<file path="src/lrupr_pkg.sv">
// Shared constants and types for the LRU page replacement block.
package lrupr_pkg;

    // Number of page frame slots held in the cell row.
    localparam int FRAMES    = 16;
    // Width of a page number.
    localparam int PAGE_BITS = 16;
    // Width of a slot index and of a recency rank.
    localparam int SLOT_W    = (FRAMES > 1) ? $clog2(FRAMES) : 1;
    // Width of the fill count and of the effective frame limit (0 to FRAMES).
    localparam int COUNT_W   = $clog2(FRAMES + 1);
    // Width of the frames_in_use register.
    localparam int CFG_W     = 5;
    // Width of the running fault count.
    localparam int FAULT_W   = 32;
    // Reset value of the frames_in_use register.
    localparam logic [CFG_W-1:0] FRAMES_IN_USE_RESET = CFG_W'(16);

    // Output tdata layout, lowest bits first: slot, evicted page, fault total.
    localparam int TDATA_USED = SLOT_W + PAGE_BITS + FAULT_W;
    localparam int M_TDATA_W  = ((TDATA_USED + 7) / 8) * 8;
    localparam int S_TDATA_W  = ((PAGE_BITS + 7) / 8) * 8;

    // Search results that ripple along the cell row.
    typedef struct packed {
        logic                 found;
        logic [SLOT_W-1:0]    hit_slot;
        logic [SLOT_W-1:0]    hit_rank;
        logic [SLOT_W-1:0]    victim_slot;
        logic [PAGE_BITS-1:0] victim_tag;
    } chain_t;

    // Update command broadcast to every cell when a transaction is taken.
    typedef struct packed {
        logic               en;
        logic [SLOT_W-1:0]  slot;
        logic               write_tag;
        logic [COUNT_W-1:0] old_rank;
    } upd_t;

endpackage

</file>
<file path="src/lrupr_cell.sv">
// One frame slot: page tag, recency rank and valid bit, with its link in the search chain.
module lrupr_cell (
    input  logic                           aclk,
    input  logic                           aresetn,
    input  logic [lrupr_pkg::SLOT_W-1:0]    cell_idx,
    input  logic [lrupr_pkg::PAGE_BITS-1:0] page,
    input  logic [lrupr_pkg::SLOT_W-1:0]    victim_rank,
    input  lrupr_pkg::upd_t                 upd,
    input  lrupr_pkg::chain_t               chain_in,
    output lrupr_pkg::chain_t               chain_out
);
    import lrupr_pkg::*;

    logic [PAGE_BITS-1:0] tag_reg;
    logic [SLOT_W-1:0]    rank_reg;
    logic [SLOT_W-1:0]    rank_next;
    logic                 valid_reg;
    logic                 valid_next;
    logic                 is_sel;
    logic                 match;
    logic                 is_victim;

    assign is_sel    = (cell_idx == upd.slot);
    assign match     = valid_reg && (tag_reg == page);
    // Ranks of the valid slots form a permutation, so the oldest is unique.
    assign is_victim = valid_reg && (rank_reg == victim_rank);

    // Merge this slot's findings into the chain from the previous cell.
    always_comb begin
        chain_out = chain_in;
        if (match) begin
            chain_out.found    = 1'b1;
            chain_out.hit_slot = cell_idx;
            chain_out.hit_rank = rank_reg;
        end
        if (is_victim) begin
            chain_out.victim_slot = cell_idx;
            chain_out.victim_tag  = tag_reg;
        end
    end

    // The touched slot becomes newest; younger valid slots age by one.
    always_comb begin
        rank_next  = rank_reg;
        valid_next = valid_reg;
        if (upd.en) begin
            if (is_sel) begin
                rank_next  = '0;
                valid_next = 1'b1;
            end else if (valid_reg && (COUNT_W'(rank_reg) < upd.old_rank)) begin
                rank_next = rank_reg + 1'b1;
            end
        end
    end

    always_ff @(posedge aclk) begin
        if (!aresetn) begin
            rank_reg  <= '0;
            valid_reg <= 1'b0;
        end else begin
            rank_reg  <= rank_next;
            valid_reg <= valid_next;
        end
    end

    // The tag is only read once the valid bit is set, so it needs no reset.
    always_ff @(posedge aclk) begin
        if (upd.en && is_sel && upd.write_tag) begin
            tag_reg <= page;
        end
    end

endmodule

</file>
<file path="src/lru_page_replacement.sv">
// Top level of the LRU page replacement block: cell row, control and result register.
//
// Usage
//   Each transaction on the s_ channel carries one page reference in s_tdata.
//   For every reference exactly one result transaction leaves on the m_ channel:
//   m_tuser holds the hit and evicted-valid flags, m_tdata the slot now holding
//   the page, the evicted page (zero when none) and the saturating fault count.
//   Up to frames_in_use slots hold pages; a value of 0 acts as 1 and values
//   above 16 act as 16. The user must write it through cfg_wr_en / cfg_wr_data
//   only while no reference is in flight; the block itself does not enforce this.
//   The result is registered and appears in the cycle after the reference is
//   taken. Throughput is one reference per cycle while m_tready stays high, set by
//   the combinational tag search and rank update across the row of 16 slot cells.
//   Reset empties every slot, clears the fault count, sets frames_in_use to
//   16 and drops m_tvalid. When the receiver holds m_tready low, the result
//   stays in the output register and s_tready falls until it is taken.
module lru_page_replacement (
    input  logic                             aclk,
    input  logic                             aresetn,
    // Configuration: frames_in_use.
    input  logic                             cfg_wr_en,
    input  logic [lrupr_pkg::CFG_W-1:0]      cfg_wr_data,
    // Reference input.
    input  logic                             s_tvalid,
    output logic                             s_tready,
    // s_tdata: page [15:0].
    input  logic [lrupr_pkg::S_TDATA_W-1:0]  s_tdata,
    // Result output.
    output logic                             m_tvalid,
    input  logic                             m_tready,
    // m_tdata: slot [3:0], evicted_page [19:4], fault_total [51:20], zero fill above.
    output logic [lrupr_pkg::M_TDATA_W-1:0]  m_tdata,
    // m_tuser: hit [0], evicted_valid [1].
    output logic [1:0]                       m_tuser
);
    import lrupr_pkg::*;

    logic [CFG_W-1:0]     frames_in_use_reg;
    logic [COUNT_W-1:0]   filled_reg;
    logic [COUNT_W-1:0]   filled_next;
    logic [FAULT_W-1:0]   fault_reg;
    logic [FAULT_W-1:0]   fault_next;
    logic                 m_tvalid_reg;
    logic                 m_tvalid_next;
    logic [M_TDATA_W-1:0] m_tdata_reg;
    logic [1:0]           m_tuser_reg;

    logic                 accept;
    logic [PAGE_BITS-1:0] page;
    logic [COUNT_W-1:0]   limit;
    logic [SLOT_W-1:0]    victim_rank;
    logic                 found;
    logic                 fill;
    logic                 evict;
    logic [PAGE_BITS-1:0] evicted_page;
    upd_t                 upd;
    chain_t               chain_w [FRAMES+1];

    assign page     = s_tdata[PAGE_BITS-1:0];
    assign s_tready = !m_tvalid_reg || m_tready;
    assign accept   = s_tvalid && s_tready;

    // Effective frame limit, clamped to the range 1 to FRAMES.
    always_comb begin
        if (frames_in_use_reg == '0) begin
            limit = COUNT_W'(1);
        end else if (int'(frames_in_use_reg) > FRAMES) begin
            limit = COUNT_W'(FRAMES);
        end else begin
            limit = COUNT_W'(frames_in_use_reg);
        end
    end

    // The oldest valid slot carries rank fill count minus one.
    assign victim_rank = SLOT_W'(filled_reg - 1'b1);

    // Row of slot cells; the search result ripples from cell 0 upwards.
    assign chain_w[0] = '0;

    for (genvar i = 0; i < FRAMES; i++) begin : g_cell
        lrupr_cell u_cell (
            .aclk        (aclk),
            .aresetn     (aresetn),
            .cell_idx    (SLOT_W'(i)),
            .page        (page),
            .victim_rank (victim_rank),
            .upd         (upd),
            .chain_in    (chain_w[i]),
            .chain_out   (chain_w[i+1])
        );
    end

    assign found = chain_w[FRAMES].found;
    assign fill  = !found && (filled_reg < limit);
    assign evict = !found && !fill;

    // Choose the slot to touch. On a fill or an eviction every other valid
    // slot is younger than the fill count, so all of them age.
    always_comb begin
        upd.en        = accept;
        upd.write_tag = !found;
        if (found) begin
            upd.slot     = chain_w[FRAMES].hit_slot;
            upd.old_rank = COUNT_W'(chain_w[FRAMES].hit_rank);
        end else if (fill) begin
            upd.slot     = SLOT_W'(filled_reg);
            upd.old_rank = filled_reg;
        end else begin
            upd.slot     = chain_w[FRAMES].victim_slot;
            upd.old_rank = filled_reg;
        end
    end

    assign evicted_page = evict ? chain_w[FRAMES].victim_tag : '0;

    // Fill count and saturating fault count.
    always_comb begin
        filled_next = filled_reg;
        fault_next  = fault_reg;
        if (accept && fill) begin
            filled_next = filled_reg + 1'b1;
        end
        if (accept && !found && (fault_reg != '1)) begin
            fault_next = fault_reg + 1'b1;
        end
    end

    // Output valid: set by a new result, cleared once the result is taken.
    always_comb begin
        m_tvalid_next = m_tvalid_reg;
        if (accept) begin
            m_tvalid_next = 1'b1;
        end else if (m_tready) begin
            m_tvalid_next = 1'b0;
        end
    end

    always_ff @(posedge aclk) begin
        if (!aresetn) begin
            frames_in_use_reg <= FRAMES_IN_USE_RESET;
            filled_reg        <= '0;
            fault_reg         <= '0;
            m_tvalid_reg      <= 1'b0;
        end else begin
            if (cfg_wr_en) begin
                frames_in_use_reg <= cfg_wr_data;
            end
            filled_reg   <= filled_next;
            fault_reg    <= fault_next;
            m_tvalid_reg <= m_tvalid_next;
        end
    end

    // Result payload register.
    always_ff @(posedge aclk) begin
        if (accept) begin
            m_tdata_reg <= M_TDATA_W'({fault_next, evicted_page, upd.slot});
            m_tuser_reg <= {evict, found};
        end
    end

    assign m_tvalid = m_tvalid_reg;
    assign m_tdata  = m_tdata_reg;
    assign m_tuser  = m_tuser_reg;

endmodule

</file>
<file path="config.mk">
export PLATFORM = sky130hd
export DESIGN_NAME = lru_page_replacement
export DESIGN_NICKNAME = d
export VERILOG_FILES = /design/src/lrupr_pkg.sv /design/src/lrupr_cell.sv /design/src/lru_page_replacement.sv
export SDC_FILE = /design/constraint.sdc
export NUM_CORES = 1
export LEC_CHECK = 0
export ABC_CLOCK_PERIOD_IN_PS = 10200
export BUFFER_PORTS_ARGS = -buffer_cell sky130_fd_sc_hd__buf_4
export CAP_MARGIN = 15
export CELL_PAD_IN_SITES_DETAIL_PLACEMENT = 1
export CELL_PAD_IN_SITES_GLOBAL_PLACEMENT = 1
export CORE_MARGIN = 8
export CORE_UTILIZATION = 45
export DETAILED_ROUTE_END_ITERATION = 12
export PLACE_DENSITY_LB_ADDON = 0.2
export SYNTH_ARGS = -nofsm -noshare
export SYNTH_HDL_FRONTEND = slang
export SYNTH_SLANG_ARGS = --single-unit
</file>
<file path="constraint.sdc">
create_clock -name aclk -period 10.2 [get_ports aclk]
set_input_delay 2.04 -clock aclk [delete_from_list [all_inputs] [get_ports aclk]]
set_output_delay 2.04 -clock aclk [all_outputs]
set_load 0.02 [all_outputs]
</file>
# Yosys cells after proc, flatten, opt, wreduce, memory -nomap -nowiden
# Cells that the tools add are included.
# W data, S select, Z words.
word_totals:
  in_bits: 26
  wordCells: 353
  reg_bits: 433
op_classes:
  reduce_logical: 141
  n_eq_ne: 48
  muxes: 72
  addsub: 19
  magnitude_cmp: 18
ops:
  columns: ["cell", "count"]
  rows:
  - ["$eq A16 B16 Y1", 16]
  - ["$mux W20", 8]
  - ["$mux W9", 16]
  - ["$mux W4", 34]
  - ["$logic_and A1 B1 Y1", 86]
  - ["$lt A4 B5 Y1", 16]
  - ["$mux W19", 4]
  - ["$add A4 B1 Y4 const B", 16]
  - ["$eq A4 B4 Y1", 16]
  - ["$reduce_and A2 Y1", 32]
  - ["$mux W18", 2]
  - ["$reduce_bool A2 Y1", 17]
  - ["$add A32 B1 Y32 const B", 1]
  - ["$eq A4 B4 Y1 const A", 8]
  - ["$mux W32", 1]
  - ["$ne A32 B32 Y1 const B", 1]
  - ["$mux W17", 1]
  - ["$eq A3 B4 Y1 const A", 4]
  - ["$mux W16", 1]
  - ["$mux W5", 3]
  - ["$eq A2 B4 Y1 const A", 2]
  - ["$add A5 B1 Y5 const B", 1]
  - ["$gt A5 B5 Y1 const B", 1]
  - ["$logic_not A5 Y1", 1]
  - ["7 further kinds", 10]

# Logic depth before layout (Yosys ltp)
# Gate-level depths: netlist of the first run.
depth:
  depth_word: 25
  ltp_mapped: 22
  ltp_nobuf: 20

# By module
# A second synthesis of the first run with hierarchy kept.
hier_totals:
  hier_cells: 2367
  hier_area_um2: 27360.0
by_module_without_submodules:
  columns: ["module", "area_each_um2", "n_inst", "cells_each"]
  rows:
  - ["lrupr_cell (g_cell[0].u_cell ...)", 1428.9, 10, 122]
  - ["lrupr_cell (g_cell[11].u_cell ...)", 1431.4, 6, 122]
  - ["lru_page_replacement", 4483.0, 1, 415]

# Worst setup path before layout of the first run
# No wires, ideal clock.
synth_timing:
  path_type: "input-to-reg"
  from: "input s_tdata[14] in the netlist's numbering"
  to: "register g_cell[9].u_cell.rank_reg[3]"
  setup_time_ns: 0.122
  stages: 21
  arrival_ns: 6.684
  slack_ns: 3.394
  cell_sequence: "buf_4 buf_6 xnor2_1 nand2_1 or2_2 nor2_1 mux2_2 a31oi_1 a21oi_1 mux2i_1 a31oi_1 o22a_1 o21ai_0 ha_1 a41o_1 a21oi_1 o21a_1 o41ai_1 nor2_1 nor2_1 a221o_1"
synth_between:
  elab_chain_len: 25
synth_rtl:
  columns: ["element", "line", "rtl"]
  rows:
  - ["from (decl)", "lru_page_replacement.sv:27", "input logic [lrupr_pkg::S_TDATA_W-1:0] s_tdata,"]
  - ["$eq A16 B16 Y1", "lrupr_cell.sv:24", "assign match = valid_reg && (tag_reg == page);"]
  - ["$logic_and A1 B1 Y1", "lrupr_cell.sv:24", null]
  - ["$mux W9 (15 in series)", "lrupr_cell.sv:31", "if (match) begin"]
  - ["$mux W9 *", "lrupr_cell.sv:31", null]
  - ["branches (longest 7 deep; another with $lt A4 B5 Y1)", null, null]
  - ["to (signal assigned)", "lrupr_cell.sv:61", "rank_reg <= rank_next;"]
  - ["to (decl)", "lrupr_cell.sv:15", "logic [SLOT_W-1:0] rank_reg;"]
# Mark *: on every way between the ends.
# A chain may end at the register's enable or synchronous reset.

# Final worst setup path of the first run
layout_timing:
  from: "input s_tdata[11] in the netlist's numbering"
  to: "register g_cell[11].u_cell.rank_reg[0]"
layout_between:
  elab_chain_len: 25
layout_rtl:
  columns: ["element", "line"]
  rows:
  - ["$eq A16 B16 Y1", "lrupr_cell.sv:24"]
  - ["$logic_and A1 B1 Y1", "lrupr_cell.sv:24"]
  - ["$mux W9 (15 in series)", "lrupr_cell.sv:31"]
  - ["$mux W9 *", "lrupr_cell.sv:31"]
  - ["branches (longest 7 deep; another with $lt A4 B5 Y1)", null]
  - ["to (signal assigned)", "lrupr_cell.sv:61"]
  - ["to (decl)", "lrupr_cell.sv:15"]
# Marked as above.

==> impl_summary.txt, run 1 <==
----------------------------------------------------
[Status]
  Run status ... completed

[Placement]
  Final HPWL DP ... 69.5 mm
  Last weighted congestion value of the routability-driven placer ... 0.936
  Pre-CTS setup slack ... 2520 ps
  Number of port buffers ... 81

[Route]
  Detailed-route wire length per cell ... 28.5 um
  Antenna violation net count after detailed routing ... 0
  Post-detailed-routing wire length ... 95.1 mm
  Total DRC errors in the routed layout ... 0
  Via count ... 21200
  Via count normalized by instance count ... 6.36
  Detailed-routing iteration count for the pre-antenna-repair pass ... 6
  Number of design-rule violations left by the first detailed-router iteration ... 2202

[GRT]
  Largest net degree at the start of global routing ... 75
  First-pass GRT wire length ... 141 mm
  GRT Util Overall ... 0.279
  Antenna violations before repair ... 0
  Number of global-route vias before repair ... 21800
  GRT Residual Overflow ... 0

[Critical path]
  Combined buffer and inverter count along the critical path ... 1
  Cell with the biggest individual delay on the critical path ... sky130_fd_sc_hd__a21oi_2
  Crit path kind ... input pin to register
  Arr. time, crit path ... 7660 ps
  Cell type group with the largest total delay on the critical path ... compound AO/OA/AOI/OAI gates
  Data required, critical path ... 10680 ps
  Worst reg2reg path endpoint ... g_cell[7].u_cell.tag_reg[3]
  Register-to-Register Path Depth ... 16
  Reg-to-reg setup timing slack ... 4230 ps
  Sequence of cells on the critical path ... buf_4, xnor2_1, nand4_1, or3_1, nor2_1, mux2_2, a31oi_1, mux2i_1, a21oi_1, o311a_1, o211ai_1, a21oi_2, ha_1, a21oi_1, nor2b_1, a22o_1, a31oi_1, o31a_1, nor3b_1, mux2_2
  CP endpoint kind ... register
  R2r startpoint ... filled_reg[0]
  Worst-path maximum fanout ... 34
  Crit path largest cell delay ... 930 ps
  Startpoint type of the worst setup path ... input pin

[Worst hold path]
  Hold Crit Class ... register to register
  Min-delay src ... frames_in_use_reg[0]
  Hold Crit Endpoint ... frames_in_use_reg[0]
  Hold Path Cell Cnt ... 2

[Clock tree]
  Root buffer selected by CTS ... sky130_fd_sc_hd__clkbuf_16
  TritonCTS buffer count ... 51
  Clock Pin Slew Worst Setup and Hold Paths ... 60 ps
  Clock latency at the later pin of the worst-skew pair ... 630 ps
  Number of H-tree levels ... 2
  Quantity of gates resized following cts ... 0
  Maximum buffer depth of the clock tree ... 3
  Post-CTS setup buffer count ... 0
  Post-CTS Hold Fix Bufs ... 0
  Clock tree from TritonCTS ... yes
  CTS sink cnt ... 433

[Logic synthesis]
  Library cells used by synthesis ... 110
  Most area-consuming cells after synthesis ... sky130_fd_sc_hd__edfxtp_1 (36%), sky130_fd_sc_hd__dfxtp_1 (9.5%), sky130_fd_sc_hd__xnor2_1 (8.7%)
  Simple logic cell fraction of the synthesized area ... 0.173
  Cell taking the most area after synthesis ... sky130_fd_sc_hd__edfxtp_1
  Share of the synthesized netlist area taken by xor and xnor gates ... 0.137
  Proportion of synthesized flip-flops having asynchronous set or reset ... 0
  Flip-flop and latch count after synthesis ... 433
  Share of the yosys chip area belonging to registers ... 0.454
  Multiplexer share of the synthesized area ... 0.0136
  Cell with the most instances after synthesis ... sky130_fd_sc_hd__edfxtp_1
  Synth Area per Inst ... 10.5 um2
  Dominant combinational cell family by area after synthesis ... simple AND/OR/NAND/NOR gates
  Commonest register cell after synthesis ... sky130_fd_sc_hd__edfxtp_1
  Synth Area in Adders ... 0.0343
  Cells after synthesis ... 2463
  Top cells by count, synth ... sky130_fd_sc_hd__edfxtp_1 (310), sky130_fd_sc_hd__xnor2_1 (256), sky130_fd_sc_hd__nand2_1 (186), sky130_fd_sc_hd__nor2_1 (139), sky130_fd_sc_hd__dfxtp_1 (123)
  Number of synthesized flops with an enable pin ... 310
  Count of warnings emitted by yosys ... 0
  Share of the synthesized area in compound gates (AO/OA/AOI/OAI) ... 0.148
  Cell Area, Synth ... 0.0259 mm2
  Area fraction of the dominant cell type after synthesis ... 0.359

[Timing]
  Tightest Pin Transition ... 1190 ps
  Pins over their slew limit ... 0
  Max frequency ... 139 MHz
  Unrepaired setup endpoints after global routing ... false
  Final critical delay including setup and external delays ... 7180 ps
  Worst hold slack across all endpoints ... 504 ps
  Clock skew ... 38.6 ps
  Minimum setup slack in the final design ... 3020 ps
  Final setup violation count ... 0
  Total count of hold-check failures in the final report ... 0
  Final worst-path cycle share ... 0.704
  Remaining max-slew budget at the tightest pin ... 0.209
  Sum of negative setup slack ... 0 ps

[Power]
  Power per cell area ... 147 mW/mm2
  Leakage power total ... 10.1 nW
  Worst IR Drop VDD ... 0.000132 V

[Finish]
  Area used by multi-input combinational logic ... 0.0132 mm2
  Diode count ... 0
  Layout filler cell count ... 6214
  Flip-flop count of the largest register, all copies and words added ... 256
  Layout net count ... 2623
  Register cell area after layout ... 0.0118 mm2
  Proportion of layout cells with a drive suffix above 1 ... 0.113
  Synthesis-to-layout area growth ... 11.1%

[Floorplan]
  Row cnt ... 88
  Horiz. Die Dim ... 256 um
  Area of the core region ... 0.0574 mm2
  Overall die area ... 0.0655 mm2
  Count of pins on the block boundary ... 86
  Starting Density ... 0.452
  Height of the chip ... 256 um

[Job]
  Count of max-cap constraint violations ... 0

----------------------------------------------------
[worst register-to-register path, cell delays in order, from the launching register on]
cell	delay (ps)
sky130_fd_sc_hd__dfxtp_1	300
sky130_fd_sc_hd__buf_4	380
sky130_fd_sc_hd__inv_1	250
sky130_fd_sc_hd__ha_1	400
sky130_fd_sc_hd__buf_4	330
sky130_fd_sc_hd__xor2_1	130
sky130_fd_sc_hd__nand4_1	130
sky130_fd_sc_hd__buf_4	340
sky130_fd_sc_hd__nor2_1	80
sky130_fd_sc_hd__buf_4	220
sky130_fd_sc_hd__nor3b_2	530
sky130_fd_sc_hd__a41oi_1	210
sky130_fd_sc_hd__a21oi_2	760
sky130_fd_sc_hd__inv_2	320
sky130_fd_sc_hd__nor2_1	250
sky130_fd_sc_hd__nand2_1	190
sky130_fd_sc_hd__nor2_2	780
[cells by family after synthesis]
family | Yosys count
compound gates | 527
xor+xnor | 362
fa+ha+maj | 71
buf+inv | 197
flops | 433
mux | 33
other cells | 1
simple gates | 839
[layout make-up]
type                       instances  area share
clock buffer                      65      0.0475
sequential                       433       0.409
inverter                          72     0.00943
timing repair buffer             132      0.0351
tap                              765      0.0332
multi-input combinational       1836       0.457
clock inverter                    29     0.00899
[cells in the final DEF (no fill, tap or decap), drive strengths merged, types with 29 or more instances in the layout]
cell type  instances
o211ai            38
o21ai             77
dfxtp            123
a211oi            29
xnor2            258
and2              55
nand4            104
nand3            103
ha                71
nor4              30
clkbuf            66
edfxtp           310
nor2             140
nand2            186
buf              131
nor3              63
xor2              78
inv               74
a21oi            103
[worst max-delay path by stage]
stage | cells after the start | slack [ps] | startpoint | to
floorplan | 21 | 3390 | s_tdata[14] | g_cell[9].u_cell.rank_reg[3]
finish | 20 | 3020 | s_tdata[11] | g_cell[11].u_cell.rank_reg[0]
global placement | 16 | 2660 | s_tdata[12] | g_cell[11].u_cell.rank_reg[0]
detailed placement | 20 | 2520 | s_tdata[11] | g_cell[11].u_cell.rank_reg[0]
global route | 19 | 2750 | s_tdata[12] | g_cell[11].u_cell.rank_reg[0]
CTS | 20 | 3180 | s_tdata[11] | g_cell[11].u_cell.rank_reg[0]
[per-layer routing]
metal / up-vias / routed length (um) / track usage
li1: 9412 / - / -
met2: 874 / 42500 / 0.433
met5: - / 0 / 0
met1: 10700 / 42100 / 0.390
met4: 0 / 3380 / 0.0973
met3: 190 / 7180 / 0.0507
[where the power goes]
part | switching (mW) | total, mW | internal (mW)
logic | 0.329 | 0.476 | 0.147
registers | 0.0264 | 1.95 | 1.92
clock network | 0.776 | 1.80 | 1.03
[through the flow]
step	utilization	instances	power (mW)	instance area, um2
3_3_place_gp	0.473	3235	2.44	27100
4_1_cts	0.502	3331	4.25	28800
5_1_grt	0.502	3332	4.35	28800
3_5_place_dp	0.473	3237	2.45	27100
2_1_floorplan	-	2466	2.28	25900
6_report	0.502	3332	4.23	28800
Power figures use the tool's default switching activity.
==> inputs of run 2 (changes only) <==
Settings changed: ABC_AREA set to 1, ABC_CLOCK_PERIOD_IN_PS 10200 to 7100.
Clock period 10.2 ns to 7.1 ns, I/O delays scaled along.
==> run 2 against run 1 <==
Compared with the run above:
- core utilization rose by 0.69 points
- non-clock buffer count up 47
- synthesized cell count up 21%
- total power increased by 44%
- global-route usage is 1.7 points higher
- final cell count grew 17%
- sequential cell count stayed put
- first-iteration DRC count is 24% lower
- count of clock-buffer cells in the layout fell by 3
- largest cell class is now sequential cells
- sequential share of layout area up 0.46 points
- sequential power rose by 44%
==> impl_summary.txt, run 2 <==
----------------------------------------------------
[Floorplan]
  Row cnt ... 87 (-1.1%)
  Count of pins on the block boundary ... 86 (unchanged)
  Overall die area ... 0.0641 mm2 (-2.2%)
  Area of the core region ... 0.0560 mm2 (-2.5%)
  Height of the chip ... 253 um (-1.1%)
  Horiz. Die Dim ... 253 um (-1.1%)
  Starting Density ... 0.452 (+0.000594)

[Timing]
  Worst hold slack across all endpoints ... 492 ps (-12.7 ps)
  Final setup violation count ... 0 (unchanged)
  Minimum setup slack in the final design ... 1280 ps (-1740 ps)
  Pins over their slew limit ... 0 (unchanged)
  Final critical delay including setup and external delays ... 5820 ps
  Final worst-path cycle share ... 0.820
  Sum of negative setup slack ... 0 ps (unchanged)
  Unrepaired setup endpoints after global routing ... false
  Max frequency ... 172 MHz
  Tightest Pin Transition ... 1000 ps (-181 ps)
  Clock skew ... 21.7 ps (-16.9 ps)
  Remaining max-slew budget at the tightest pin ... 0.330 (+0.121)
  Total count of hold-check failures in the final report ... 0 (unchanged)

[Status]
  Run status ... completed

[Clock tree]
  Post-CTS setup buffer count ... 0 (unchanged)
  Root buffer selected by CTS ... sky130_fd_sc_hd__clkbuf_16
  CTS sink cnt ... 433 (unchanged)
  TritonCTS buffer count ... 51 (unchanged)
  Maximum buffer depth of the clock tree ... 3 (unchanged)
  Quantity of gates resized following cts ... 0 (unchanged)
  Clock Pin Slew Worst Setup and Hold Paths ... 50 ps (about the same)
  Clock latency at the later pin of the worst-skew pair ... 620 ps (about the same)
  Number of H-tree levels ... 2 (unchanged)
  Clock tree from TritonCTS ... yes
  Post-CTS Hold Fix Bufs ... 0 (unchanged)

[Placement]
  Pre-CTS setup slack ... 802 ps (-1720 ps)
  Number of port buffers ... 81 (unchanged)
  Final HPWL DP ... 70.4 mm (+1.2%)
  Last weighted congestion value of the routability-driven placer ... 0.919 (-1.8%)
  Instance area at placement ... 0.0269 mm2 (-1.1%)
  Placed Cells incl. Taps ... 3808 (+18%)

[Finish]
  Diode count ... 0 (unchanged)
  Final cell area excluding filler cells ... 0.0285 mm2 (-1.1%)
  Register cell area after layout ... 0.0118 mm2 (unchanged)
  Final design utilization ... 0.509 (+0.00694)
  Layout filler cell count ... 6690 (+7.7%)
  Final Non-Filler Cells ... 3900 (+17%)
  Layout net count ... 3202 (+22%)
  Flip-flop count of the largest register, all copies and words added ... 256 (unchanged)
  Highest-count cells in the layout ignoring fill and taps ... sky130_fd_sc_hd__nand2_1 (639), sky130_fd_sc_hd__edfxtp_1 (310), sky130_fd_sc_hd__nor2_1 (303)
  Synthesis-to-layout area growth ... 12.5%
  Proportion of layout cells with a drive suffix above 1 ... 0.108 (-0.00483)
  Most common cell after layout, fill and taps aside ... sky130_fd_sc_hd__nand2_1
  Area used by multi-input combinational logic ... 0.0116 mm2 (-12%)

[Critical path]
  CP endpoint kind ... register
  R2r startpoint ... filled_reg[1]
  Combined buffer and inverter count along the critical path ... 4 (+3)
  Crit path kind ... input pin to register
  Cell type group with the largest total delay on the critical path ... simple AND/OR/NAND/NOR gates
  Arr. time, crit path ... 6330 ps (-1330 ps)
  Most Frequent Cell on Critical Path ... sky130_fd_sc_hd__nand2_1
  Worst reg2reg path endpoint ... g_cell[15].u_cell.tag_reg[12]
  Startpoint type of the worst setup path ... input pin
  Register-to-Register Path Depth ... 16 (unchanged)
  Worst-path maximum fanout ... 24 (-29%)
  Reg-to-reg setup timing slack ... 1750 ps (-2480 ps)
  Cell with the biggest individual delay on the critical path ... sky130_fd_sc_hd__nor4_1
  Crit path largest cell delay ... 680 ps (-250 ps)
  Data required, critical path ... 7600 ps (-3080 ps)

[Worst hold path]
  Hold Crit Class ... register to register
  Hold Path Cell Cnt ... 1 (-1)
  Hold Crit Endpoint ... filled_reg[3]
  Min-delay src ... filled_reg[3]

[GRT]
  Largest net degree at the start of global routing ... 73 (-2.7%)
  Number of global-route vias before repair ... 24500 (+13%)
  First-pass GRT wire length ... 147 mm (+3.7%)
  GRT Util Overall ... 0.296 (+0.0169)
  GRT Residual Overflow ... 0 (unchanged)
  Antenna violations before repair ... 2 (+2)

[Logic synthesis]
  Count of warnings emitted by yosys ... 0 (unchanged)
  Top cells by count, synth ... sky130_fd_sc_hd__nand2_1 (639), sky130_fd_sc_hd__edfxtp_1 (310), sky130_fd_sc_hd__nor2_1 (303), sky130_fd_sc_hd__inv_1 (277), sky130_fd_sc_hd__o21ai_0 (193)
  Proportion of synthesized flip-flops having asynchronous set or reset ... 0 (unchanged)
  Most area-consuming cells after synthesis ... sky130_fd_sc_hd__edfxtp_1 (37%), sky130_fd_sc_hd__dfxtp_1 (9.7%), sky130_fd_sc_hd__nand2_1 (9.5%)
  Number of synthesized flops with an enable pin ... 310 (unchanged)
  Synth Area per Inst ... 8.47 um2 (-19%)
  Area fraction of the dominant cell type after synthesis ... 0.368 (+0.00859)
  Library cells used by synthesis ... 75 (-32%)
  Share of the yosys chip area belonging to registers ... 0.465 (+0.0109)
  Cells after synthesis ... 2987 (+21%)
  Commonest register cell after synthesis ... sky130_fd_sc_hd__edfxtp_1
  Flip-flop and latch count after synthesis ... 433 (unchanged)
  Cell with the most instances after synthesis ... sky130_fd_sc_hd__nand2_1
  Cell Area, Synth ... 0.0253 mm2 (-2.3%)
  Cell taking the most area after synthesis ... sky130_fd_sc_hd__edfxtp_1

[Route]
  Detailed-route wire length per cell ... 24.7 um (-14%)
  Total DRC errors in the routed layout ... 0 (unchanged)
  Detailed-routing iteration count for the pre-antenna-repair pass ... 5 (-1)
  Via count normalized by instance count ... 5.92 (-6.9%)
  Antenna violation net count after detailed routing ... 0 (unchanged)
  Via count ... 23100 (+9.0%)
  Post-detailed-routing wire length ... 96.2 mm (+1.2%)
  Number of design-rule violations left by the first detailed-router iteration ... 1667 (-24%)

[Power]
  Leakage power total ... 11.7 nW (+16%)
  Power per cell area ... 214 mW/mm2 (+46%)
  Worst IR Drop VDD ... 0.000213 V (+61%)
  Total Power ... 6.10 mW (+44%)

[Job]
  Count of max-cap constraint violations ... 0 (unchanged)

----------------------------------------------------
## run 2: changes by cell type in the layout (fill, tap and decap cells not counted), moves of 50 or more
cell / delta
sky130_fd_sc_hd__nor2_1: +169
sky130_fd_sc_hd__and2_1: -52
sky130_fd_sc_hd__nand2_1: +453
sky130_fd_sc_hd__a21oi_1: +70
sky130_fd_sc_hd__nand3_1: +85
sky130_fd_sc_hd__inv_1: +208
sky130_fd_sc_hd__buf_4: +50
sky130_fd_sc_hd__xnor2_1: -214
sky130_fd_sc_hd__o21ai_0: +124
## run 2: per-layer routing
layer  up-vias  GRT usage  part of all wire
met1     11600      0.348              0.40
met3       280     0.0444             0.056
met2       737      0.518              0.49
met4         0      0.156             0.057
li1      10500          -                 -
met5         -          0                 0
## run 2: where the power goes
part / switching, mW / leakage [nW] / total [mW] / internal (mW)
Sequential: 0.0342 / 3.85 / 2.80 / 2.77
Combinational: 0.491 / 7.03 / 0.675 / 0.184
Clock: 1.10 / 0.800 / 2.62 / 1.52
Total: 1.62 / 11.7 / 6.10 / 4.47
## run 2: worst max path at each step
stage,start,endpoint,cells past startpoint
floorplan,s_tdata[11],g_cell[9].u_cell.rank_reg[0],35
global placement,s_tdata[12],g_cell[14].u_cell.rank_reg[0],36
detailed placement,s_tdata[11],g_cell[10].u_cell.rank_reg[0],28
CTS,s_tdata[11],g_cell[10].u_cell.rank_reg[0],28
global route,s_tdata[12],g_cell[10].u_cell.rank_reg[0],35
finish,s_tdata[11],g_cell[10].u_cell.rank_reg[0],28
## run 2: cell families after synthesis
logic type	synth area share
adders and majority gates	0.0351
muxes	0.00163
and+or+nand+nor	0.236
buffers and inverters	0.0759
xor gates and xnor gates	0.0529
DFF	0.465
AOI/OAI and AO/OA	0.133
other	0.000148
## run 2: cell type report
type / instances / area share
Clock inverter: 30 / 0.00962
Sequential cell: 433 / 0.413
Clock buffer: 62 / 0.0474
Tap cell: 756 / 0.0332
Multi-Input combinational cell: 2134 / 0.408
Timing Repair Buffer: 179 / 0.0472
Inverter: 306 / 0.0409
